File: src/sv/ik_queue.sv
module ik_queue #(
    parameter int W = 37,
    parameter int DEPTH = 4
) (
    input  logic         clk,
    input  logic         rst_n,
    input  logic         push,
    input  logic [W-1:0] wdata,
    input  logic         pop,
    output logic [W-1:0] rdata,
    output logic         full,
    output logic         nonempty
);
    localparam int PW = (DEPTH > 1) ? $clog2(DEPTH) : 1;

    logic [W-1:0]  mem_reg [DEPTH];
    logic [PW-1:0] wr_ptr_reg, rd_ptr_reg;
    logic [PW:0]   count_reg;

    assign full     = (count_reg == (PW+1)'(DEPTH));
    assign nonempty = (count_reg != '0);
    assign rdata    = mem_reg[rd_ptr_reg];

    always_ff @(posedge clk)
    begin
        if (push)
            mem_reg[wr_ptr_reg] <= wdata;
    end

    always_ff @(posedge clk or negedge rst_n)
    begin
        if (!rst_n)
        begin
            wr_ptr_reg <= '0;
            rd_ptr_reg <= '0;
            count_reg  <= '0;
        end
        else
        begin
            if (push)
                wr_ptr_reg <= (wr_ptr_reg == PW'(DEPTH-1)) ? '0 : wr_ptr_reg + 1'b1;
            if (pop)
                rd_ptr_reg <= (rd_ptr_reg == PW'(DEPTH-1)) ? '0 : rd_ptr_reg + 1'b1;
            count_reg <= count_reg + (PW+1)'(push) - (PW+1)'(pop);
        end
    end
endmodule

File: config.mk
export PLATFORM = sky130hd
export DESIGN_NAME = ik_queue
export DESIGN_NICKNAME = d
export VERILOG_FILES = /design/src/sv/ik_queue.sv
export SDC_FILE = /design/constraint.sdc
export NUM_CORES = 1
export LEC_CHECK = 0
export BUFFER_PORTS_ARGS = -buffer_cell sky130_fd_sc_hd__buf_4
export CAP_MARGIN = 20
export CORE_MARGIN = 2
export CORE_UTILIZATION = 57
export CTS_CLUSTER_SIZE = 14
export DETAILED_ROUTE_END_ITERATION = 12
export PLACE_DENSITY = 0.85
export SYNTH_ARGS = -nofsm -noshare
export SYNTH_HDL_FRONTEND = slang
export SYNTH_SLANG_ARGS = --single-unit
export TNS_END_PERCENT = 30
File: constraint.sdc
create_clock -name clk -period 3.47 [get_ports clk]
set_input_delay 0 -clock clk [delete_from_list [all_inputs] [get_ports clk]]
set_output_delay 0 -clock clk [all_outputs]
set_load 0.01 [all_outputs]
==> impl_metrics.yaml <==
cells_and_area:
  stdcell_count: 507
  fill_cells: 523
  largest_reg_flops: 148
  diodes: 0
  drive_above_1_share_pct: 41.7
  multi_input_comb_area_um2: 1050
  seq_area_um2: 4620
  final_area_um2: 7470
  syn_to_final_growth_pct: 30.1
  nets: 410
sta:
  worstMarginPinSlew_ns: 1.00
  period_minus_slack_ns: 2.25
  clock_skew_ns: 0.00658
  fin_hold_ws_ns: 0.220
  hold_violations: 0
  drv_slew: 0
  rsz0062_at_grt: "no"
  tns_ns: 0
  fin_crit_sh_pct: 64.8
  finalSetupViolCount: 0
  fmax_mhz: 444
  relSlewSlack_pct: 33.2
pwr:
  power.density_nw_per_um2: 820
  p_seq_share_pct: 43.2
  p_leak_nw: 2.65
  cell_internal_pwr_w: 0.00444
  sw_frac_of_total_pct: 27.5
  power_frac_comb_pct: 27.1
  p_switching_w: 0.00169
  max-vdd-ir-drop_mv: 0.615
  clock_power_share_pct: 29.7
synth:
  synth_common_cells: "148 x edfxtp_1, 37 x mux4_2, 7 x dfrtp_1, 7 x ha_1, 6 x inv_1"
  synth_area_per_cell_um2: 25.1
  yosysTopAreaCell: "edfxtp_1"
  synth_edf_count: 148
  async_flop_share_pct: 4.52
  syn_nets: 278
  synthesis.area_um2: 5740
  synth_area_leaders: "edfxtp_1 77%, mux4_2 15%, dfrtp_1 3.1%"
  ys_warn_count: 0
  netlist_instances: 229
  ys_ff_latch: 155
  synth_top_area_share_pct: 77.4
  post-synth-top-count-cell: "edfxtp_1"
  yosysUniqueCellTypes: 20
  yosysSeqAreaShare_pct: 80.4
  synthFlopType: "edfxtp_1"
floorplanning:
  start_util_pct: 58.8
  die_area_um2: 10900
  io_pins: 80
  floorplan.die.width_um: 104
  core-area_um2: 9770
  num_rows: 36
  die_y_um: 104
grt:
  grt_pass1_vias: 2982
  grt_pass1_wl_um: 16600
  grt_antenna_before_repair: 0
  overflow: 0
  grt_max_degree: 40
  grtUsageTotal_pct: 21.4
detailed_routing:
  antenna_left: 0
  drc: 0
  first_iter_violations: 177
  totalWireLength_um: 10900
  drt_first_pass_iters: 4
  wire_per_inst_um: 21.5
  vias_per_cell: 5.58
  routed-via-count: 2830
critical_path:
  setup.worst_path.start_class: "flop"
  cp_max_fo: 27
  critPathRequiredTime_ns: 3.47
  endpoint_kind: "output pin"
  arrival_ns: 2.25
  critPathKind: "flop to output pin"
clock_network:
  path_clk_slew_ns: 0.06
  cts_buffers: 17
  clock_path_buffers: 2
  worstSkewPairLatency_ns: 0.52
  cts_tree: "done"
  clk_root_buffer_cell: "clkbuf_8"
  cts.sinks: 155
  cts_resized: 0
  cts.htree.levels: 4
placement:
  place_area_um2: 6470
  io_buffers: 79
  place_inst: 434
  gp_congestion: 0.683
  hpwl_um: 5400
run:
  drv_cap: 0
status:
  status: "finished clean"
hold_path:
  hold_class: "primary input to flop"
## cell families (layout without fill, tap and decap cells)
logic type	count (synthesis)	in the layout	share of synthesized area, %
compound gates	2	2	0.174
xor+xnor	2	2	0.305
fa+ha+maj	8	8	1.87
buf+inv	14	159	1.37
flops	155	155	80.4
mux	39	39	14.9
simple gates	9	9	0.937
## path summary, 6_finish.rpt
path                            slack [ns]  cells after the start           from        endpoint
worst max-delay path                  1.22                      3  rd_ptr_reg[0]       rdata[27]
worst min-delay path                  0.22                      2      wdata[14]  mem_reg[3][14]
worst max register to register        1.56                      3  wr_ptr_reg[0]  mem_reg[0][36]
worst min register to register        0.63                      2   count_reg[2]    count_reg[2]
max in group asynchronous             2.72                      3          rst_n   rd_ptr_reg[1]
min in group asynchronous             0.46                      3          rst_n    count_reg[2]
## power groups by stage
stage	combinational, W	sequential [W]	clock, W
2_1_floorplan	0.00109	0.00251	0
3_3_place_gp	0.00160	0.00266	0
3_5_place_dp	0.00162	0.00268	0
4_1_cts	0.00169	0.00266	0.00183
5_1_grt	0.00177	0.00269	0.00191
6_report	0.00166	0.00265	0.00182
## critical path, cell delays in order, from the launching register on
cell     delay, ns
dfrtp_2       0.69
buf_12        0.30
mux4_2        0.56
buf_4         0.16
## final cells by class
| type | instances | share of cell area [%] |
|---|---|---|
| multi-input cells | 60 | 14.0 |
| inverters | 6 | 0.301 |
| well taps | 133 | 2.23 |
| flip-flops and latches | 155 | 61.9 |
| clock buffers | 18 | 5.59 |
| clock inverters | 14 | 2.28 |
| repair buffers | 121 | 13.7 |
## layout by cell type (no fill, tap or decap), types with 2 or more instances in the layout
| cell | n |
|---|---|
| ha_1 | 7 |
| clkinv_2 | 2 |
| inv_1 | 6 |
| and2_2 | 4 |
| edfxtp_1 | 148 |
| inv_6 | 2 |
| o21ai_0 | 2 |
| clkbuf_16 | 16 |
| mux4_2 | 37 |
| dfrtp_1 | 5 |
| dlygate4sd3_1 | 41 |
| bufinv_16 | 3 |
| clkinvlp_4 | 3 |
| dfrtp_2 | 2 |
| clkinv_4 | 3 |
| mux2_2 | 2 |
| buf_4 | 79 |
## through the flow
step,setup slack [ns],power [W],util [%]
after floorplan,1.55,0.00360,-
after global placement,1.63,0.00426,66.2
after detailed placement,1.59,0.00430,66.2
after CTS,1.15,0.00618,76.4
after global routing,1.04,0.00637,76.4
final,1.22,0.00613,76.4
## routing by layer
metal	global-route usage (%)	wire length, um	vias up
li1	-	-	1231
met1	28.6	4400	1459
met2	33.5	5710	121
met3	5.76	600	19
met4	9.75	191	0
met5	0	0	-
## timing repair
action	in CTS	in global routing
endpoints found under the hold margin	161	0
hold buffers	41	0
buffers inserted	0	0
Power figures use the tool's default switching activity.
