$ cat src/sv/ik_pkg.sv
package ik_pkg;

    localparam int XYW  = 18;
    localparam int CW   = 40;
    localparam int ZW   = 28;
    localparam int ANGW = 17;
    localparam int QDEPTH = 4;
    localparam int SQ_STEPS = 32;

    localparam logic [2:0] REG_LINK_A   = 3'd0;
    localparam logic [2:0] REG_LINK_B   = 3'd1;
    localparam logic [2:0] REG_X_OFF    = 3'd2;
    localparam logic [2:0] REG_Y_OFF    = 3'd3;
    localparam logic [2:0] REG_SH_TRIM  = 3'd4;
    localparam logic [2:0] REG_EL_TRIM  = 3'd5;

    localparam logic signed [ZW-1:0] ANG_HALF_TURN = 28'sd11796480;
    localparam logic signed [31:0] ANG_LIMIT = 32'sd46080;

    localparam logic signed [ZW-1:0] ATAN_TAB [32] = '{
        28'sd2949120, 28'sd1740967, 28'sd919879, 28'sd466945,
        28'sd234379, 28'sd117304, 28'sd58666, 28'sd29335,
        28'sd14668, 28'sd7334, 28'sd3667, 28'sd1833,
        28'sd917, 28'sd458, 28'sd229, 28'sd115,
        28'sd57, 28'sd29, 28'sd14, 28'sd7, 28'sd4, 28'sd2, 28'sd1, 28'sd0,
        28'sd0, 28'sd0, 28'sd0, 28'sd0, 28'sd0, 28'sd0, 28'sd0, 28'sd0
    };

    typedef struct packed {
        logic [14:0]        link_a;
        logic [14:0]        link_b;
        logic signed [15:0] x_off;
        logic signed [15:0] y_off;
        logic signed [15:0] sh_trim;
        logic signed [15:0] el_trim;
    } ik_cfg_t;

    typedef struct packed {
        logic signed [XYW-1:0] x;
        logic signed [XYW-1:0] y;
        logic                  bad;
    } ik_item_t;

    function automatic logic signed [ANGW-1:0] sat_angle(input logic signed [31:0] v);
        logic signed [31:0] t;
        t = v;
        if (t > ANG_LIMIT)
            t = ANG_LIMIT;
        if (t < -ANG_LIMIT)
            t = -ANG_LIMIT;
        return t[ANGW-1:0];
    endfunction

endpackage

$ cat src/sv/ik_front.sv
module ik_front #(
    parameter int COORD_BITS = 16
) (
    input  logic                  clk,
    input  logic                  rst_n,
    input  ik_pkg::ik_cfg_t       cfg,
    input  logic                  in_valid,
    output logic                  in_stall,
    input  logic [COORD_BITS-1:0] target_x,
    input  logic [COORD_BITS-1:0] target_y,
    input  logic                  q_full,
    output logic                  q_push,
    output ik_pkg::ik_item_t      q_item
);
    logic             f_valid_reg;
    ik_pkg::ik_item_t f_item_reg, f_item_next;
    logic signed [33:0] x_wide, y_wide;
    logic             adv;

    assign adv      = !f_valid_reg || !q_full;
    assign in_stall = !adv;
    assign q_push   = f_valid_reg && !q_full;
    assign q_item   = f_item_reg;

    always_comb
    begin
        x_wide = 34'($signed(target_x)) + 34'(cfg.x_off);
        y_wide = 34'($signed(target_y)) + 34'(cfg.y_off);
        f_item_next.x = x_wide[ik_pkg::XYW-1:0];
        f_item_next.y = y_wide[ik_pkg::XYW-1:0];
        f_item_next.bad = (cfg.link_a == '0) || (cfg.link_b == '0) ||
                          (x_wide > 34'sd65534) || (x_wide < -34'sd65534) ||
                          (y_wide > 34'sd65534) || (y_wide < -34'sd65534);
    end

    always_ff @(posedge clk)
    begin
        if (adv && in_valid)
            f_item_reg <= f_item_next;
    end

    always_ff @(posedge clk or negedge rst_n)
    begin
        if (!rst_n)
            f_valid_reg <= 1'b0;
        else if (adv)
            f_valid_reg <= in_valid;
    end
endmodule

$ cat config.mk
export PLATFORM = sky130hd
export DESIGN_NAME = ik_front
export DESIGN_NICKNAME = d
export VERILOG_FILES = /design/src/sv/ik_pkg.sv /design/src/sv/ik_front.sv
export SDC_FILE = /design/constraint.sdc
export NUM_CORES = 1
export LEC_CHECK = 0
export BUFFER_PORTS_ARGS = -buffer_cell sky130_fd_sc_hd__buf_2
export CAP_MARGIN = 0
export CORE_AREA = 4 4 105 67
export CTS_CLUSTER_DIAMETER = 60
export DETAILED_ROUTE_END_ITERATION = 12
export DIE_AREA = 0 0 109 71
export PLACE_DENSITY = 0.83
export SLEW_MARGIN = 5
export SYNTH_ARGS = -nofsm -noshare
export SYNTH_HDL_FRONTEND = slang
export SYNTH_SLANG_ARGS = --single-unit
$ cat constraint.sdc
create_clock -name clk -period 4.3 [get_ports clk]
set_input_delay 0.645 -clock clk [delete_from_list [all_inputs] [get_ports clk]]
set_output_delay 0.645 -clock clk [all_outputs]
set_load 0.01 [all_outputs]
==> results.py <==
metrics = {
    "finish": {
        "mostFrequentLayoutCell": "buf_2",
        "fillers": 531,
        "diodes": 0,
        "mostFrequentLayoutCells": "buf_2, edfxtp_1, ha_1, nor2_1, a21oi_1",
        "design_area_um2": 3760,
        "areaGrowthSynthToFinish_pct": 31.1,
        "drive_gt1_share_pct": 36.9,
        "flip_flop_count_of_the_largest_register_all_copies_and_words_added": 35,
        "nets": 588,
    },
    "sta": {
        "fin_crit_sh_pct": 81.9,
        "timing_max_transition_violations_final": 0,
        "totalNegativeSetupSlack_ps": 0,
        "post-route-min-period_ps": 3520,
        "slew-limit-headroom_pct": 59.3,
        "setup_failing_eps_final": 0,
        "final_worst_path_setup_slack_ps": 776,
        "max_freq_ghz": 0.284,
        "timing_worst_slew_pin_value_ps": 603,
        "grt_setup_unrepaired": "false",
        "clock_skew_ps": 3.65,
        "hold_viol_final": 0,
    },
    "global_route": {
        "grt_most_used_layer": "met2",
        "met1_usage_pct": 28.7,
        "grt_first_pass_wirelength_um": 12400,
        "globalRouteOverflowTotal": 0,
        "track_usage_pct": 20.1,
        "grt_start_max_net_pins": 36,
        "grt_antenna_before_repair": 0,
        "globalRouteMet3Util_pct": 4.01,
        "number_of_global_route_vias_before_repair": 2663,
        "globalRouteMet2Util_pct": 31.7,
    },
    "synthesis": {
        "synthesis.area_um2": 2870,
        "asyncSetResetFlopFracSynth_pct": 2.78,
        "synth.yosys.seq_area_share_pct": 37.5,
        "syn_avg_cell_area_um2": 10.1,
        "synthCells": 283,
        "ys_seq_elements": 36,
        "dominantRegCellSynth": "edfxtp_1",
        "synth_nets": 447,
        "yosys_warnings": 0,
        "yosysUniqueCellTypes": 53,
        "synth_edf_count": 35,
    },
    "clock_network": {
        "clkSlewWorstSetupHoldPaths_ps": 70,
        "cts_buf_count": 5,
        "tritoncts_num_sinks": 36,
        "htree_num_levels": 2,
        "clkLatencyLatePin_ps": 290,
        "cts_tree": "yes",
        "cts_resized": 0,
        "clockBufferDepth": 2,
        "cts-root-buf": "clkbuf_8",
        "cts-hold-fix-buffers": 0,
        "post_cts_buffers": 0,
    },
    "placement": {
        "finalWeightedCongestion": 0.907,
        "postPlaceCellArea_um2": 3650,
        "placement.io_buffers": 136,
        "detailedPlacementHpwl_um": 6710,
        "place_ws_ps": 507,
    },
    "setup_path": {
        "timing.critical_path.mode_cell": "and4_1",
        "worst_setup_path_end_kind": "flop",
        "worst_setup_path_start_kind": "input pin",
        "critical_path.slowest_cell": "fa_1",
        "crit_path_cell_trace": "buf_2 -> ha_1 -> fa_1 -> a211oi_1 -> o21ai_0 -> a41o_1 -> a21oi_1 -> xnor2_1 -> and4_1 -> and4_1 -> and4_1 -> a311o_1",
        "cp_data_arrival_time_ps": 3560,
        "timing.critical_path.required_ps": 4340,
        "maximum_single_stage_delay_on_the_critical_path_ps": 440,
        "path_max_fanout": 3,
        "worst-setup-path-type": "in -> reg",
    },
    "floorplanning": {
        "row_count": 22,
        "die_w_um": 109,
        "die_y_um": 71,
        "io_pins": 169,
        "initial_utilization_pct": 47.6,
        "die_area_um2": 7740,
        "fp.coreArea_um2": 6030,
    },
    "run": {
        "number_of_max_cap_violations": 0,
    },
    "power": {
        "power_per_cell_area_nw_per_um2": 305,
        "ir_drop_uv": 140,
        "total_leakage_power_nw": 1.70,
    },
    "routing": {
        "dr.first_iter.drc_count": 101,
        "drt.antenna.violating_nets": 0,
        "detail_route.wirelength_um": 7930,
        "detailroute.via_count": 2826,
        "routed_via_density": 5.55,
        "drc_errors": 0,
        "drt-pass1-iter-count": 5,
        "avgRoutedWirePerCell_um": 15.6,
    },
    "run_status": {
        "status": "complete, no violations",
    },
    "min_path": {
        "min_path_type": "in -> async",
    },
}
-- worst max-delay path, delay by kind of cell --
kind	cells	cell delay, ps
buffers and inverters	1	100
adders and majority gates	2	680
xor gates and xnor gates	1	160
AOI/OAI and AO/OA	5	1350
and+or+nand+nor	3	620
-- path summary, 6_finish.rpt --
path | slack (ps) | start | endpoint | cells after the start
worst min-delay path | 120 | rst_n | f_valid_reg | 1
min in group clk | 560 | in_valid | f_valid_reg | 2
max in group asynchronous | 4090 | rst_n | f_valid_reg | 1
worst min register to register | 670 | f_valid_reg | f_valid_reg | 2
worst max-delay path | 780 | cfg[48] | q_item[0] | 12
worst max register to register | 2870 | f_valid_reg | q_item[28] | 3
-- where the power goes --
group / total (mW) / internal (mW) / leakage, nW / switching (mW)
Sequential: 0.450 / 0.440 / 0.344 / 0.0104
Combinational: 0.402 / 0.170 / 1.31 / 0.232
Clock: 0.294 / 0.171 / 0.0541 / 0.122
Total: 1.15 / 0.781 / 1.70 / 0.365
-- through the flow --
step                total power, mW  hold WS, ps  std cells  util (%)
global route                   1.22          108        509      62.3
finish                         1.15          122        509      62.3
floorplan                     0.710          349        283         -
global placement              0.841          421        501      60.5
detailed placement            0.856          428        501      60.5
CTS                            1.15          116        509      62.3
-- synthesized netlist by cell type, types with 2 or more instances --
cell type | n | area, µm²
nor3_1 | 10 | 50.1
inv_1 | 13 | 48.8
o31a_1 | 2 | 17.5
a31oi_1 | 3 | 18.8
o21a_1 | 6 | 45.0
xnor2_1 | 13 | 114
nor2b_1 | 5 | 31.3
a211o_1 | 2 | 17.5
or2_2 | 3 | 18.8
nand4_1 | 7 | 43.8
edfxtp_1 | 35 | 1050
a211oi_1 | 7 | 52.6
nor4_2 | 2 | 25.0
nor2_1 | 19 | 71.3
nand2_1 | 11 | 41.3
fa_1 | 2 | 40.0
nor4_1 | 9 | 56.3
buf_4 | 2 | 15.0
or4_1 | 7 | 52.6
and4_1 | 6 | 52.6
a21o_1 | 5 | 37.5
and2_1 | 2 | 12.5
and3_1 | 3 | 18.8
a21oi_1 | 18 | 90.1
nand3_1 | 5 | 25.0
ha_1 | 32 | 400
o21bai_1 | 4 | 30.0
o21ai_0 | 16 | 80.1
xor2_1 | 10 | 87.6
-- layer usage --
metal / routed length (µm) / up-vias
met4: 26 / 0
met2: 3490 / 153
met5: 0 / -
met3: 759 / 5
met1: 3650 / 1269
li1: - / 1399
-- logic make-up (layout without fill, tap and decap cells) --
| logic type | Yosys count | after routing | synth area share [%] |
|---|---|---|---|
| xor+xnor | 23 | 23 | 7.02 |
| buf+inv | 17 | 159 | 2.53 |
| fa+ha+maj | 34 | 34 | 15.4 |
| compound gates | 81 | 81 | 19.2 |
| flops | 36 | 36 | 37.5 |
| simple gates | 92 | 92 | 18.4 |
-- final cells by class --
class / count / area (µm²) / share of cell area, %
sequential: 36 / 1080 / 28.6
timing repair buffer: 138 / 696 / 18.5
inverter: 13 / 48.8 / 1.30
clock inverter: 3 / 42.5 / 1.13
tap: 84 / 105 / 2.80
clock buffer: 5 / 68.8 / 1.83
multi-input combinational: 230 / 1720 / 45.8
Note: power is estimated with default switching activity, not from simulation.
